===== src/mtkey_pkg.sv =====
package mtkey_pkg;

    localparam int KEY_COUNT = 9;

    localparam logic [3:0] NO_KEY     = 4'd15;
    localparam logic [7:0] CHAR_ONE   = 8'h31;
    localparam logic [7:0] CHAR_BLANK = 8'h20;

    // Two-button command chords.
    localparam logic [KEY_COUNT-1:0] MASK_MODE  = 9'h030;
    localparam logic [KEY_COUNT-1:0] MASK_CLEAR = 9'h006;
    localparam logic [KEY_COUNT-1:0] MASK_BLANK = 9'h180;

    typedef struct packed {
        logic                 operation;
        logic [KEY_COUNT-1:0] buttons;
    } key_item_t;

    typedef struct packed {
        logic [7:0] char_code;
        logic [4:0] char_index;
        logic       last;
        logic [5:0] text_length;
        logic       number_mode;
        logic       dot_glyph;
    } line_item_t;

    typedef struct packed {
        logic capture;
        logic update;
        logic stream;
    } ctrl_cmd_t;

    typedef struct packed {
        logic stream_done;
    } ctrl_stat_t;

    // Multi-tap letter table, three letters per key.
    function automatic logic [7:0] key_letter(input logic [3:0] key, input logic [1:0] tap);
        logic [23:0] row;
        case (key)
            4'd0:    row = {8'h2E, 8'h51, 8'h5A};
            4'd1:    row = {8'h41, 8'h42, 8'h43};
            4'd2:    row = {8'h44, 8'h45, 8'h46};
            4'd3:    row = {8'h47, 8'h48, 8'h49};
            4'd4:    row = {8'h4A, 8'h4B, 8'h4C};
            4'd5:    row = {8'h4D, 8'h4E, 8'h4F};
            4'd6:    row = {8'h50, 8'h52, 8'h53};
            4'd7:    row = {8'h54, 8'h55, 8'h56};
            4'd8:    row = {8'h57, 8'h58, 8'h59};
            default: row = 24'h0;
        endcase
        case (tap)
            2'd0:    return row[23:16];
            2'd1:    return row[15:8];
            2'd2:    return row[7:0];
            default: return 8'h0;
        endcase
    endfunction

endpackage


===== src/mtkey_ram.sv =====
module mtkey_ram
#(
    parameter int WIDTH = 8,
    parameter int DEPTH = 32
)
(
    input  logic                     clk,
    input  logic                     we,
    input  logic [$clog2(DEPTH)-1:0] waddr,
    input  logic [WIDTH-1:0]         wdata,
    input  logic                     re,
    input  logic [$clog2(DEPTH)-1:0] raddr,
    output logic [WIDTH-1:0]         rdata
);

    logic [WIDTH-1:0] mem [DEPTH];

    always_ff @(posedge clk)
    begin
        if (we)
        begin
            mem[waddr] <= wdata;
        end
        if (re)
        begin
            rdata <= mem[raddr];
        end
    end

endmodule


===== src/mtkey_ctrl.sv =====
module mtkey_ctrl
    import mtkey_pkg::*;
(
    input  logic       clk,
    input  logic       rst_n,
    input  logic       key_valid,
    output logic       key_stall,
    output ctrl_cmd_t  cmd,
    input  ctrl_stat_t stat
);

    localparam logic [1:0] ST_IDLE   = 2'd0;
    localparam logic [1:0] ST_UPDATE = 2'd1;
    localparam logic [1:0] ST_STREAM = 2'd2;

    logic [1:0] state_reg;
    logic [1:0] state_next;

    always_ff @(posedge clk or negedge rst_n)
    begin
        if (!rst_n)
        begin
            state_reg <= ST_IDLE;
        end
        else
        begin
            state_reg <= state_next;
        end
    end

    always_comb
    begin
        state_next = state_reg;
        case (state_reg)
            ST_IDLE:
            begin
                if (key_valid)
                begin
                    state_next = ST_UPDATE;
                end
            end
            ST_UPDATE:
            begin
                state_next = ST_STREAM;
            end
            ST_STREAM:
            begin
                if (stat.stream_done)
                begin
                    state_next = ST_IDLE;
                end
            end
            default:
            begin
                state_next = ST_IDLE;
            end
        endcase
    end

    assign key_stall   = (state_reg != ST_IDLE);
    assign cmd.capture = (state_reg == ST_IDLE) && key_valid;
    assign cmd.update  = (state_reg == ST_UPDATE);
    assign cmd.stream  = (state_reg == ST_STREAM);

    a_update_then_stream: assert property (@(posedge clk) disable iff (!rst_n)
        (state_reg == ST_UPDATE) |=> (state_reg == ST_STREAM))
        else $error("update not followed by streaming");

    a_idle_after_done: assert property (@(posedge clk) disable iff (!rst_n)
        (cmd.stream && stat.stream_done) |=> (state_reg == ST_IDLE))
        else $error("controller did not return to idle");

endmodule


===== src/mtkey_dp.sv =====
module mtkey_dp
    import mtkey_pkg::*;
#(
    parameter int LINE_CHARS = 32
)
(
    input  logic       clk,
    input  logic       rst_n,
    input  key_item_t  key_item,
    input  ctrl_cmd_t  cmd,
    output ctrl_stat_t stat,
    output logic       line_valid,
    input  logic       line_stall,
    output line_item_t line_item
);

    localparam int N  = LINE_CHARS;
    localparam int IW = $clog2(N);
    localparam int LW = $clog2(N + 1);
    localparam int SW = LW + 1;

    // The line is kept as a ring: a scroll only moves the head.
    function automatic logic [IW-1:0] wrap_pos(input logic [SW-1:0] x);
        logic [SW-1:0] y;
        y = (x >= SW'(N)) ? x - SW'(N) : x;
        return y[IW-1:0];
    endfunction

    key_item_t   item_reg;
    logic [LW-1:0] len_reg, len_next;
    logic [IW-1:0] head_reg, head_next;
    logic [3:0]    last_btn_reg, last_btn_next;
    logic [1:0]    tap_reg, tap_next;
    logic          mode_reg, mode_next;
    logic          glyph_reg, glyph_next;

    logic [LW-1:0] rd_cnt_reg, rd_cnt_next;
    logic          pend_reg, pend_next;
    logic [IW-1:0] pend_idx_reg, pend_idx_next;
    logic          out_valid_reg, out_valid_next;
    line_item_t    out_reg;

    logic          ram_we;
    logic [IW-1:0] ram_waddr;
    logic [7:0]    ram_wdata;
    logic          ram_re;
    logic [IW-1:0] ram_raddr;
    logic [7:0]    ram_rdata;

    logic          one_key;
    logic [3:0]    key_idx;
    logic [1:0]    tap_mod;
    logic          do_append;
    logic [7:0]    app_char;
    logic          load;

    always_ff @(posedge clk)
    begin
        if (cmd.capture)
        begin
            item_reg <= key_item;
        end
    end

    assign one_key = (item_reg.buttons != '0)
                  && ((item_reg.buttons & (item_reg.buttons - 9'd1)) == '0);
    assign tap_mod = (tap_reg == 2'd3) ? 2'd0 : tap_reg;

    always_comb
    begin
        key_idx = 4'd0;
        for (int i = 0; i < KEY_COUNT; i++)
        begin
            if (item_reg.buttons[i])
            begin
                key_idx = 4'(i);
            end
        end
    end

    always_comb
    begin
        len_next      = len_reg;
        head_next     = head_reg;
        last_btn_next = last_btn_reg;
        tap_next      = tap_reg;
        mode_next     = mode_reg;
        glyph_next    = glyph_reg;
        ram_we        = 1'b0;
        ram_waddr     = head_reg;
        ram_wdata     = 8'h0;
        do_append     = 1'b0;
        app_char      = 8'h0;
        if (cmd.update)
        begin
            if (item_reg.operation)
            begin
                len_next   = '0;
                head_next  = '0;
                glyph_next = 1'b0;
            end
            else if (one_key)
            begin
                if (mode_reg)
                begin
                    do_append = 1'b1;
                    app_char  = CHAR_ONE + {4'd0, key_idx};
                end
                else if ((key_idx != last_btn_reg) || (len_reg == '0))
                begin
                    do_append     = 1'b1;
                    app_char      = key_letter(key_idx, 2'd0);
                    last_btn_next = key_idx;
                    tap_next      = 2'd1;
                end
                else
                begin
                    // Repeat press rewrites the last character in place.
                    ram_we    = 1'b1;
                    ram_waddr = wrap_pos(SW'(head_reg) + SW'(len_reg) - SW'(1));
                    ram_wdata = key_letter(key_idx, tap_mod);
                    tap_next  = (tap_mod == 2'd2) ? 2'd0 : tap_mod + 2'd1;
                end
            end
            else if (item_reg.buttons == MASK_MODE)
            begin
                last_btn_next = NO_KEY;
                tap_next      = 2'd0;
                mode_next     = ~mode_reg;
                glyph_next    = ~mode_reg;
            end
            else if (item_reg.buttons == MASK_CLEAR)
            begin
                mode_next     = 1'b0;
                last_btn_next = NO_KEY;
                tap_next      = 2'd0;
                len_next      = '0;
                head_next     = '0;
            end
            else if (item_reg.buttons == MASK_BLANK)
            begin
                do_append = 1'b1;
                app_char  = CHAR_BLANK;
            end

            if (do_append)
            begin
                ram_we    = 1'b1;
                ram_wdata = app_char;
                if (len_reg == LW'(N))
                begin
                    // Full line: the oldest slot takes the new character.
                    ram_waddr = head_reg;
                    head_next = wrap_pos(SW'(head_reg) + SW'(1));
                end
                else
                begin
                    ram_waddr = wrap_pos(SW'(head_reg) + SW'(len_reg));
                    len_next  = len_reg + LW'(1);
                end
            end
        end
    end

    // Streaming: one read in flight in the RAM output register, one item in the output register.
    assign load      = pend_reg && (!out_valid_reg || !line_stall);
    assign ram_re    = cmd.stream && (rd_cnt_reg != LW'(N)) && (!pend_reg || load);
    assign ram_raddr = wrap_pos(SW'(head_reg) + SW'(rd_cnt_reg));

    always_comb
    begin
        rd_cnt_next    = rd_cnt_reg;
        pend_next      = pend_reg;
        pend_idx_next  = pend_idx_reg;
        out_valid_next = out_valid_reg;
        if (cmd.update)
        begin
            rd_cnt_next = '0;
        end
        else if (ram_re)
        begin
            rd_cnt_next   = rd_cnt_reg + LW'(1);
            pend_next     = 1'b1;
            pend_idx_next = rd_cnt_reg[IW-1:0];
        end
        else if (load)
        begin
            pend_next = 1'b0;
        end
        if (load)
        begin
            out_valid_next = 1'b1;
        end
        else if (out_valid_reg && !line_stall)
        begin
            out_valid_next = 1'b0;
        end
    end

    always_ff @(posedge clk or negedge rst_n)
    begin
        if (!rst_n)
        begin
            len_reg       <= '0;
            head_reg      <= '0;
            last_btn_reg  <= NO_KEY;
            tap_reg       <= 2'd0;
            mode_reg      <= 1'b0;
            glyph_reg     <= 1'b0;
            rd_cnt_reg    <= LW'(N);
            pend_reg      <= 1'b0;
            pend_idx_reg  <= '0;
            out_valid_reg <= 1'b0;
        end
        else
        begin
            len_reg       <= len_next;
            head_reg      <= head_next;
            last_btn_reg  <= last_btn_next;
            tap_reg       <= tap_next;
            mode_reg      <= mode_next;
            glyph_reg     <= glyph_next;
            rd_cnt_reg    <= rd_cnt_next;
            pend_reg      <= pend_next;
            pend_idx_reg  <= pend_idx_next;
            out_valid_reg <= out_valid_next;
        end
    end

    always_ff @(posedge clk)
    begin
        if (load)
        begin
            out_reg.char_code   <= (LW'(pend_idx_reg) < len_reg) ? ram_rdata : 8'h0;
            out_reg.char_index  <= 5'(pend_idx_reg);
            out_reg.last        <= (pend_idx_reg == IW'(N - 1));
            out_reg.text_length <= 6'(len_reg);
            out_reg.number_mode <= mode_reg;
            out_reg.dot_glyph   <= glyph_reg;
        end
    end

    mtkey_ram #(
        .WIDTH (8),
        .DEPTH (N)
    ) u_line_ram (
        .clk   (clk),
        .we    (ram_we),
        .waddr (ram_waddr),
        .wdata (ram_wdata),
        .re    (ram_re),
        .raddr (ram_raddr),
        .rdata (ram_rdata)
    );

    assign stat.stream_done = (rd_cnt_reg == LW'(N)) && !pend_reg;
    assign line_valid       = out_valid_reg;
    assign line_item        = out_reg;

    a_len_bound: assert property (@(posedge clk) disable iff (!rst_n)
        (len_reg <= LW'(N)) && (rd_cnt_reg <= LW'(N)))
        else $error("length or read count beyond the line");

    a_no_rw_overlap: assert property (@(posedge clk) disable iff (!rst_n)
        ram_we |-> !ram_re)
        else $error("line RAM written while streaming");

    a_load_from_pending: assert property (@(posedge clk) disable iff (!rst_n)
        $rose(line_valid) |-> $past(pend_reg))
        else $error("output loaded without a pending read");

    a_update_when_drained: assert property (@(posedge clk) disable iff (!rst_n)
        cmd.update |-> !pend_reg)
        else $error("line changed while a read was pending");

endmodule


===== src/multitap_keypad_text_entry.sv =====
// Channel | Signals                          | Direction | Item
// key     | key_valid, key_stall, key_item   | in        | operation, button mask
// line    | line_valid, line_stall, line_item| out       | one line position per item
//
// Each key item passes through these steps: capture, update of the line RAM, one line
// position per cycle through the RAM read port while the line side does not stall, a move
// of the last read into the output register, and a return to idle.
// key_stall stays high from the capture until the controller is back in idle.
// Reset is asynchronous and active low; it empties the line without touching the RAM.
// Stalls on the line side hold the output register and pause the RAM reads.
module multitap_keypad_text_entry
    import mtkey_pkg::*;
#(
    parameter int LINE_CHARS = 32
)
(
    input  logic       clk,
    input  logic       rst_n,
    input  logic       key_valid,
    output logic       key_stall,
    input  key_item_t  key_item,
    output logic       line_valid,
    input  logic       line_stall,
    output line_item_t line_item
);

    ctrl_cmd_t  cmd;
    ctrl_stat_t stat;

    mtkey_ctrl u_ctrl (
        .clk       (clk),
        .rst_n     (rst_n),
        .key_valid (key_valid),
        .key_stall (key_stall),
        .cmd       (cmd),
        .stat      (stat)
    );

    mtkey_dp #(
        .LINE_CHARS (LINE_CHARS)
    ) u_dp (
        .clk        (clk),
        .rst_n      (rst_n),
        .key_item   (key_item),
        .cmd        (cmd),
        .stat       (stat),
        .line_valid (line_valid),
        .line_stall (line_stall),
        .line_item  (line_item)
    );

endmodule

===== config.mk =====
export PLATFORM = sky130hd
export DESIGN_NAME = multitap_keypad_text_entry
export DESIGN_NICKNAME = d
export VERILOG_FILES = /design/src/mtkey_pkg.sv /design/src/mtkey_ram.sv /design/src/mtkey_ctrl.sv /design/src/mtkey_dp.sv /design/src/multitap_keypad_text_entry.sv
export SDC_FILE = /design/constraint.sdc
export NUM_CORES = 1
export LEC_CHECK = 0
export ABC_AREA = 1
export BUFFER_PORTS_ARGS = -buffer_cell sky130_fd_sc_hd__buf_2
export CORE_UTILIZATION = 62
export DETAILED_ROUTE_END_ITERATION = 10
export PLACE_DENSITY = 0.79
export SLEW_MARGIN = 40
export SYNTH_ARGS = -nofsm -noshare
export SYNTH_HDL_FRONTEND = slang
export SYNTH_SLANG_ARGS = --single-unit

===== constraint.sdc =====
create_clock -name clk -period 4.15 [get_ports clk]
set_input_delay 0.6225 -clock clk [delete_from_list [all_inputs] [get_ports clk]]
set_output_delay 0.6225 -clock clk [all_outputs]
set_load 0.005 [all_outputs]

Yosys cells after proc, flatten, opt, wreduce, memory -nomap -nowiden:

Memories as Yosys holds them, arrays and structs flattened. A register that Yosys moved wholly into a read port is not among the register bits.
Cells that the tools add are included.

* add/sub/neg operators: 13
* magnitude comparators: 5
* equal/unequal tests: 18
* muxes and demuxes: 87
* reduce and logical (&&, ||, !) cells: 32
* bitwise logic cells: 5

Operators with widths (number)
* $mux 8: 12
* $mux 5: 17
* $mux 6: 9
* $mux 1: 26
* $mux 4: 6
* $pmux 8 s3: 1
* $mux 2: 11
* $ge 7x6->1 const B: 3
* $sub 5x1->5 const B: 4
* $add 5x6->7: 2
* $add 6x1->6 const B: 2
* $eq 6x6->1 const B: 2
* $mux 3: 4
* $reduce_bool 2->1: 6
* $and 9x9->9: 1
* $eq 9x3->1 const B: 1
* $eq 9x6->1 const B: 1
* $eq 9x9->1 const B: 1
* $logic_not 9->1: 1
* $reduce_bool 9->1: 1
* $sub 9x1->9 const B: 1
* $ne 2x2->1 const B: 4
* $reduce_and 4->1: 2
* $add 6x4->7 const A: 1
* other kinds (22): 41

* memories: 3
* memory bits (writable): 256
* bits in read-only memories: 608
* word-level logic and storage cells: 182
* output and inout bits: 24
* register bits: 66

Memory list
* (no name shown): depth 16, width 19, read ports 1, clocked after Yosys merged registers in 0, wr ports 0, line mtkey_pkg.sv:41 `case (key)`
* (no name shown): depth 16, width 19, read ports 1, clocked after Yosys merged registers in 0, wr ports 0, line mtkey_pkg.sv:41
* u_dp.u_line_ram.mem: depth 32, width 8, read ports 1, clocked after Yosys merged registers in 1, wr ports 1, line mtkey_ram.sv:16 `logic [WIDTH-1:0] mem [DEPTH];`

Logic depth before layout (Yosys ltp):

* word-level depth: 19
* depth in mapped cells: 18
* gate-level depth less buffers: 18

Modules after synthesis:

Synthesis repeated with hierarchy kept, for this count alone.

* cells, all modules: 1502
* area total of the unflattened synthesis: 15372.2 µm²

By module, submodules not included
* mtkey_ram: cells each 922, seq. area each 7927.6 µm², area an instance 10866.7 µm², times used 1
* mtkey_dp: cells each 565, seq. area each 1767.9 µm², area an instance 4399.2 µm², times used 1
* mtkey_ctrl: cells each 15, seq. area each 50.0 µm², area an instance 106.4 µm², times used 1

Least setup slack after synthesis:

Ideal clock, no wire load.

* path kind: reg-to-reg
* start point: register u_dp.item_reg[1] (netlist name)
* end point: memory u_dp.u_line_ram.mem[0][1], data pin
* setup time: 0.467 ns
* buffers on the path: 0
* path slack: 0.551 ns
* period minus slack after synthesis: 3.599 ns
* stages on the path, launching flop included: 14
* data arrival time: 3.132 ns
* data required time: 3.683 ns
* path through: edfxtp_1 -> nand2_1 -> nand2_1 -> nand2_1 -> nand2_1 -> nand2_2 -> inv_1 -> ha_1 -> or2_2 -> o21ai_0 -> nand3_1 -> o211ai_1 -> a21oi_1 -> a211oi_1

* cells in the longest elaborated chain, start to end: 17

Ends and longest elaborated chain
* start, declared: line mtkey_dp.sv:29 `key_item_t item_reg;`
* start signal, assigned: line mtkey_dp.sv:61 `item_reg <= key_item;`
* branches (longest 15 deep; another with $mem_v2 16x19)
* $mux 8 (*): line mtkey_dp.sv:146 `if (do_append)`
* $mux 8 (*): line mtkey_dp.sv:94 `if (cmd.update)`
* named net u_dp.ram_wdata[1]: line mtkey_dp.sv:45 `logic [7:0] ram_wdata;`
* end, declared: line mtkey_ram.sv:16

Mark *: on every way through the listed nets, which the timed path passes. The select of a mux whose other input is x is not followed.

Worst setup path in the final report:

* start point: register u_dp.head_reg[0]
* end point: memory u_dp.u_line_ram.mem[20][0] (enable)

* cells in the longest elaborated chain, start to end: 10

Ends and longest elaborated chain
* start, declared: line mtkey_dp.sv:31 `logic [IW-1:0] head_reg, head_next;`
* start signal, assigned: line mtkey_dp.sv:218 `head_reg <= head_next;`
* $add 5x6->7: line mtkey_dp.sv:120, mtkey_dp.sv:158
* $sub 7x1->7: line mtkey_dp.sv:120 `ram_waddr = wrap_pos(SW'(head_reg) + SW'(len_reg) - SW'(1));`
* $ge 7x6->1 / $sub 5x1->5 (equally long branches): line mtkey_dp.sv:25 `y = (x >= SW'(N)) ? x - SW'(N) : x;`
* $mux 5: line mtkey_dp.sv:25
* $mux 5: line mtkey_dp.sv:109 `else if ((key_idx != last_btn_reg) || (len_reg == '0))`
* $mux 5: line mtkey_dp.sv:104 `if (mode_reg)`
* $mux 5: line mtkey_dp.sv:102 `else if (one_key)`
* $mux 5: line mtkey_dp.sv:96 `if (item_reg.operation)`
* $mux 5: line mtkey_dp.sv:146
* $mux 5 (*): line mtkey_dp.sv:94

Mark *: on every way between the ends. The rest lies on a longest branch, timed or not.

==> impl_metrics.ini <==
[global_route]
globalRouteMet3Util_pct = 4.096
groute.usage.overall_pct = 29.89
grt_max_degree = 80
wire_length_of_the_first_global_routing_pass_um = 51340
first_global_vias = 9437
grt-busiest-layer = met2
overflow = 0
number_of_antenna_violations_at_the_first_check_in_global_routing = 0
met1_usage_pct = 41.86
grt.met2_usage_pct = 47.76

[clock_tree]
clk_latency_ns = 0.56
tritoncts.num_buffers = 30
clock_tree.htree_level_count = 1
ctsLongestPathBuffers = 3
cts.sinks = 296
cts_setup_buffers = 0
clkTransAtPathRegs_ns = 0.06
clockRootBuffer = sky130_fd_sc_hd__clkbuf_16
postCtsHoldBufs = 0
cts_tree = done
post_cts.resized_instances = 0

[placement]
place_hpwl_um = 21660
worst_setup_slack_before_clock_tree_synthesis_ns = 0.7398
numPortBuffers = 36
routabilityCongestion = 0.9174

[sta]
setup_repair_after_global_routing_missed_its_margin = no
timing.slew.headroom_pct = 44.93
post_route_clock_period_utilization_pct = 83.12
fin_worst_skew_ns = 0.01981
final-setup-viol-count = 0
layout_setup_ws_ns = 0.7007
period_needed_ns = 3.449
tns_ns = 0
worst_pin_slew_ns = 0.8253
max_freq_ghz = 0.2899
hold_viol_final = 0
finalMaxSlewViolations = 0

[run]
cap_violations = 0

[outcome]
run_status = complete, no violations

[worst_setup_path]
r2r_cells = 12
path_common_cell = sky130_fd_sc_hd__nand3_1
worst_path_max_delay_cell = sky130_fd_sc_hd__nor2_1
critPathMaxFanout = 7
rrSetupSlack_ns = 0.70
worst_ep_required_time_ns = 4.33
setup.worst_path.start_class = register
timing.critical_path.to_type = register
worst-endpoint-arrival_ns = 3.63
crit-reg2reg-launch = u_dp.head_reg[0]
cp_cell_sequence = ha_1 > fa_1 > xnor2_1 > and2_1 > nand3_1 > nand2_1 > nand4_1 > nand3_1 > nand3_1 > nand2_2 > nand3_2 > nor2_1
critPathKind = reg2reg
regToRegEndpoint = u_dp.u_line_ram.mem[20][0]
max_stage_delay_ns = 0.56

[synth]
yosys.area_share.xor_xnor_pct = 1.068
ys.warnings.count = 0
post_synthesis_cells = 1284
post_synth_cell_types = 51
synthAdderAreaFrac_pct = 2.734
synth_compound_gate_area_share_pct = 9.985
synth_nets = 1327
synth-seq-area-share_pct = 63.12
postSynth.topFlopCell = sky130_fd_sc_hd__edfxtp_1
post_synthesis_instance_area_um2 = 13820
post_synth_and_or_nand_nor_area_fraction_pct = 19.10
synthesis.area_per_instance_um2 = 10.76
synth.ff_latch_count = 296
dominant_combinational_cell_family_by_area_after_synthesis = simple AND/OR/NAND/NOR gates
synth_edf_count = 262
synth.mux.area_fraction_pct = 0
synth-async-reset-ratio_pct = 11.49

[power]
power_density_nw_per_um2 = 582.9
share_of_total_power_in_combinational_logic_pct = 30.1
power_switching_w = 0.003098
power.share.clock_pct = 28.3
internal_power_w = 0.005812
switching_share_pct = 34.77
vdd.ir_drop.worst_v = 0.0004236
share_seq_of_total_power_pct = 41.6
total_leakage_power_nw = 5.730

[finish]
post_route_cells_drive_above_1_share_pct = 13.10
largest_reg_flops = 224
antennaDiodeCount = 0
final_nets = 1356
area_growth_pct = 10.59
fillCellCount = 1535

[routing]
total_via_count_after_detailed_routing = 9955
drt-wirelength-per-cell_um = 20.42
detail-route-antenna-nets = 0
drt_pre_antenna_iters = 6
final_wirelength_um = 33000
drc_errors = 0
routed_via_density = 6.160
drtIter0Drc = 1192

[floorplan]
die_h_um = 151.3
fp-row-count = 54
coreArea_um2 = 21820
floorplan.initialDensity_pct = 63.34
floorplan_die_width_um = 151.3
ports = 38
total_die_area_um2 = 22890

[hold_path]
hold_class = in2async
-- worst max-delay path: cells and delay by family, from the launching register on --
family | cells | cell delay [ns]
adder cells (fa/ha/maj) | 2 | 0.73
AND/OR/NAND/NOR | 9 | 1.52
XOR/XNOR | 1 | 0.35
flip-flops | 1 | 0.47
-- power groups by stage --
stage | logic (W) | clock network (W) | registers, W
5_1_grt | 0.00293 | 0.00265 | 0.00373
2_1_floorplan | 0.00185 | 0 | 0.00370
4_1_cts | 0.00264 | 0.00254 | 0.00370
3_5_place_dp | 0.00262 | 0 | 0.00376
3_3_place_gp | 0.00254 | 0 | 0.00375
6_report | 0.00268 | 0.00253 | 0.00371
-- synthesized netlist by cell type, types with 6 or more instances --
library cell	n	area share, %
sky130_fd_sc_hd__edfxtp_1	262	57
sky130_fd_sc_hd__nor2_1	260	7.1
sky130_fd_sc_hd__nand2_1	195	5.3
sky130_fd_sc_hd__o21ai_0	99	3.6
sky130_fd_sc_hd__inv_1	75	2.0
sky130_fd_sc_hd__nand3_1	60	2.2
sky130_fd_sc_hd__o32ai_1	56	3.5
sky130_fd_sc_hd__clkbuf_1	46	1.2
sky130_fd_sc_hd__dfrtp_1	29	5.3
sky130_fd_sc_hd__ha_1	27	2.4
sky130_fd_sc_hd__a21oi_1	24	0.87
sky130_fd_sc_hd__nand2_2	12	0.54
sky130_fd_sc_hd__nand3_2	10	0.72
sky130_fd_sc_hd__nand4_1	10	0.45
sky130_fd_sc_hd__nor3_1	9	0.33
sky130_fd_sc_hd__o31ai_1	9	0.49
sky130_fd_sc_hd__xor2_1	9	0.57
sky130_fd_sc_hd__a31oi_1	7	0.32
sky130_fd_sc_hd__nand2_4	7	0.57
sky130_fd_sc_hd__o211ai_1	7	0.38
sky130_fd_sc_hd__buf_1	6	0.16
sky130_fd_sc_hd__xnor2_1	6	0.38
-- cell families (layout without fill, tap and decap cells) --
| family | Yosys count | after routing |
|---|---|---|
| DFF | 296 | 296 |
| buffers and inverters | 140 | 192 |
| and+or+nand+nor | 586 | 586 |
| other | 1 | 1 |
| adders and majority gates | 29 | 29 |
| AOI/OAI and AO/OA | 216 | 216 |
| xor gates and xnor gates | 16 | 16 |
-- cell usage in the layout (no fill, tap or decap), drive strengths merged, types with 2 or more instances in the layout --
cell type | synthesis | final
buf | 13 | 56
edfxtp | 262 | 262
nor4 | 2 | 2
dfrtp | 29 | 29
a21oi | 25 | 25
a211oi | 2 | 2
o22ai | 2 | 2
o221ai | 3 | 3
clkinv | 2 | 16
nand3 | 74 | 74
o31ai | 9 | 9
nor2 | 271 | 271
fa | 2 | 2
o211ai | 7 | 7
clkinvlp | 0 | 2
xnor2 | 6 | 6
or2 | 2 | 2
dfstp | 5 | 5
inv | 79 | 80
o32ai | 56 | 56
nand2 | 216 | 216
xor2 | 10 | 10
nor3 | 9 | 9
o21ai | 100 | 100
ha | 27 | 27
a31oi | 7 | 7
clkbuf | 46 | 37
nand4 | 10 | 10
-- final cells by class --
| class | instances | area, um2 | share of cell area (%) |
|---|---|---|---|
| multi-input cells | 848 | 4624 | 30.25 |
| clock inverters | 18 | 122.6 | 0.8022 |
| clock buffers | 37 | 798.3 | 5.222 |
| flip-flops and latches | 296 | 8725 | 57.08 |
| well taps | 280 | 350.3 | 2.292 |
| repair buffers | 56 | 357.8 | 2.341 |
| inverters | 81 | 307.8 | 2.014 |
-- worst max-delay path by stage --
stage / startpoint / slack, ns / cells after the start / endpoint
after floorplan: u_dp.item_reg[1] / 0.55 / 13 / u_dp.u_line_ram.mem[0][1]
after global routing: u_dp.head_reg[0] / 0.45 / 14 / u_dp.u_line_ram.mem[6][3]
after global placement: u_dp.head_reg[0] / 0.87 / 14 / u_dp.u_line_ram.mem[29][4]
after detailed placement: u_dp.head_reg[0] / 0.74 / 12 / u_dp.u_line_ram.mem[20][1]
after CTS: u_dp.head_reg[0] / 0.71 / 12 / u_dp.u_line_ram.mem[20][0]
final: u_dp.head_reg[0] / 0.70 / 12 / u_dp.u_line_ram.mem[20][0]
-- per-stage QoR --
step / utilization, % / hold slack [ns] / instances / area, um2 / total power (W)
5_1_grt: 70.04 / 0.05419 / 1616 / 15290 / 0.009322
3_3_place_gp: 65.74 / 0.4426 / 1561 / 14350 / 0.006297
2_1_floorplan: - / 0.3269 / 1284 / 13820 / 0.005546
6_report: 70.04 / 0.01507 / 1616 / 15290 / 0.008910
3_5_place_dp: 65.80 / 0.4405 / 1561 / 14360 / 0.006383
4_1_cts: 70.02 / 0.1770 / 1616 / 15280 / 0.008889
-- routing by layer --
| layer | vias to the layer above | part of all wire [%] |
|---|---|---|
| met3 | 95 | 8.5 |
| met5 | - | 0 |
| li1 | 4580 | - |
| met4 | 0 | 3.4 |
| met1 | 4730 | 41 |
| met2 | 550 | 47 |
Power figures use the tool's default switching activity.
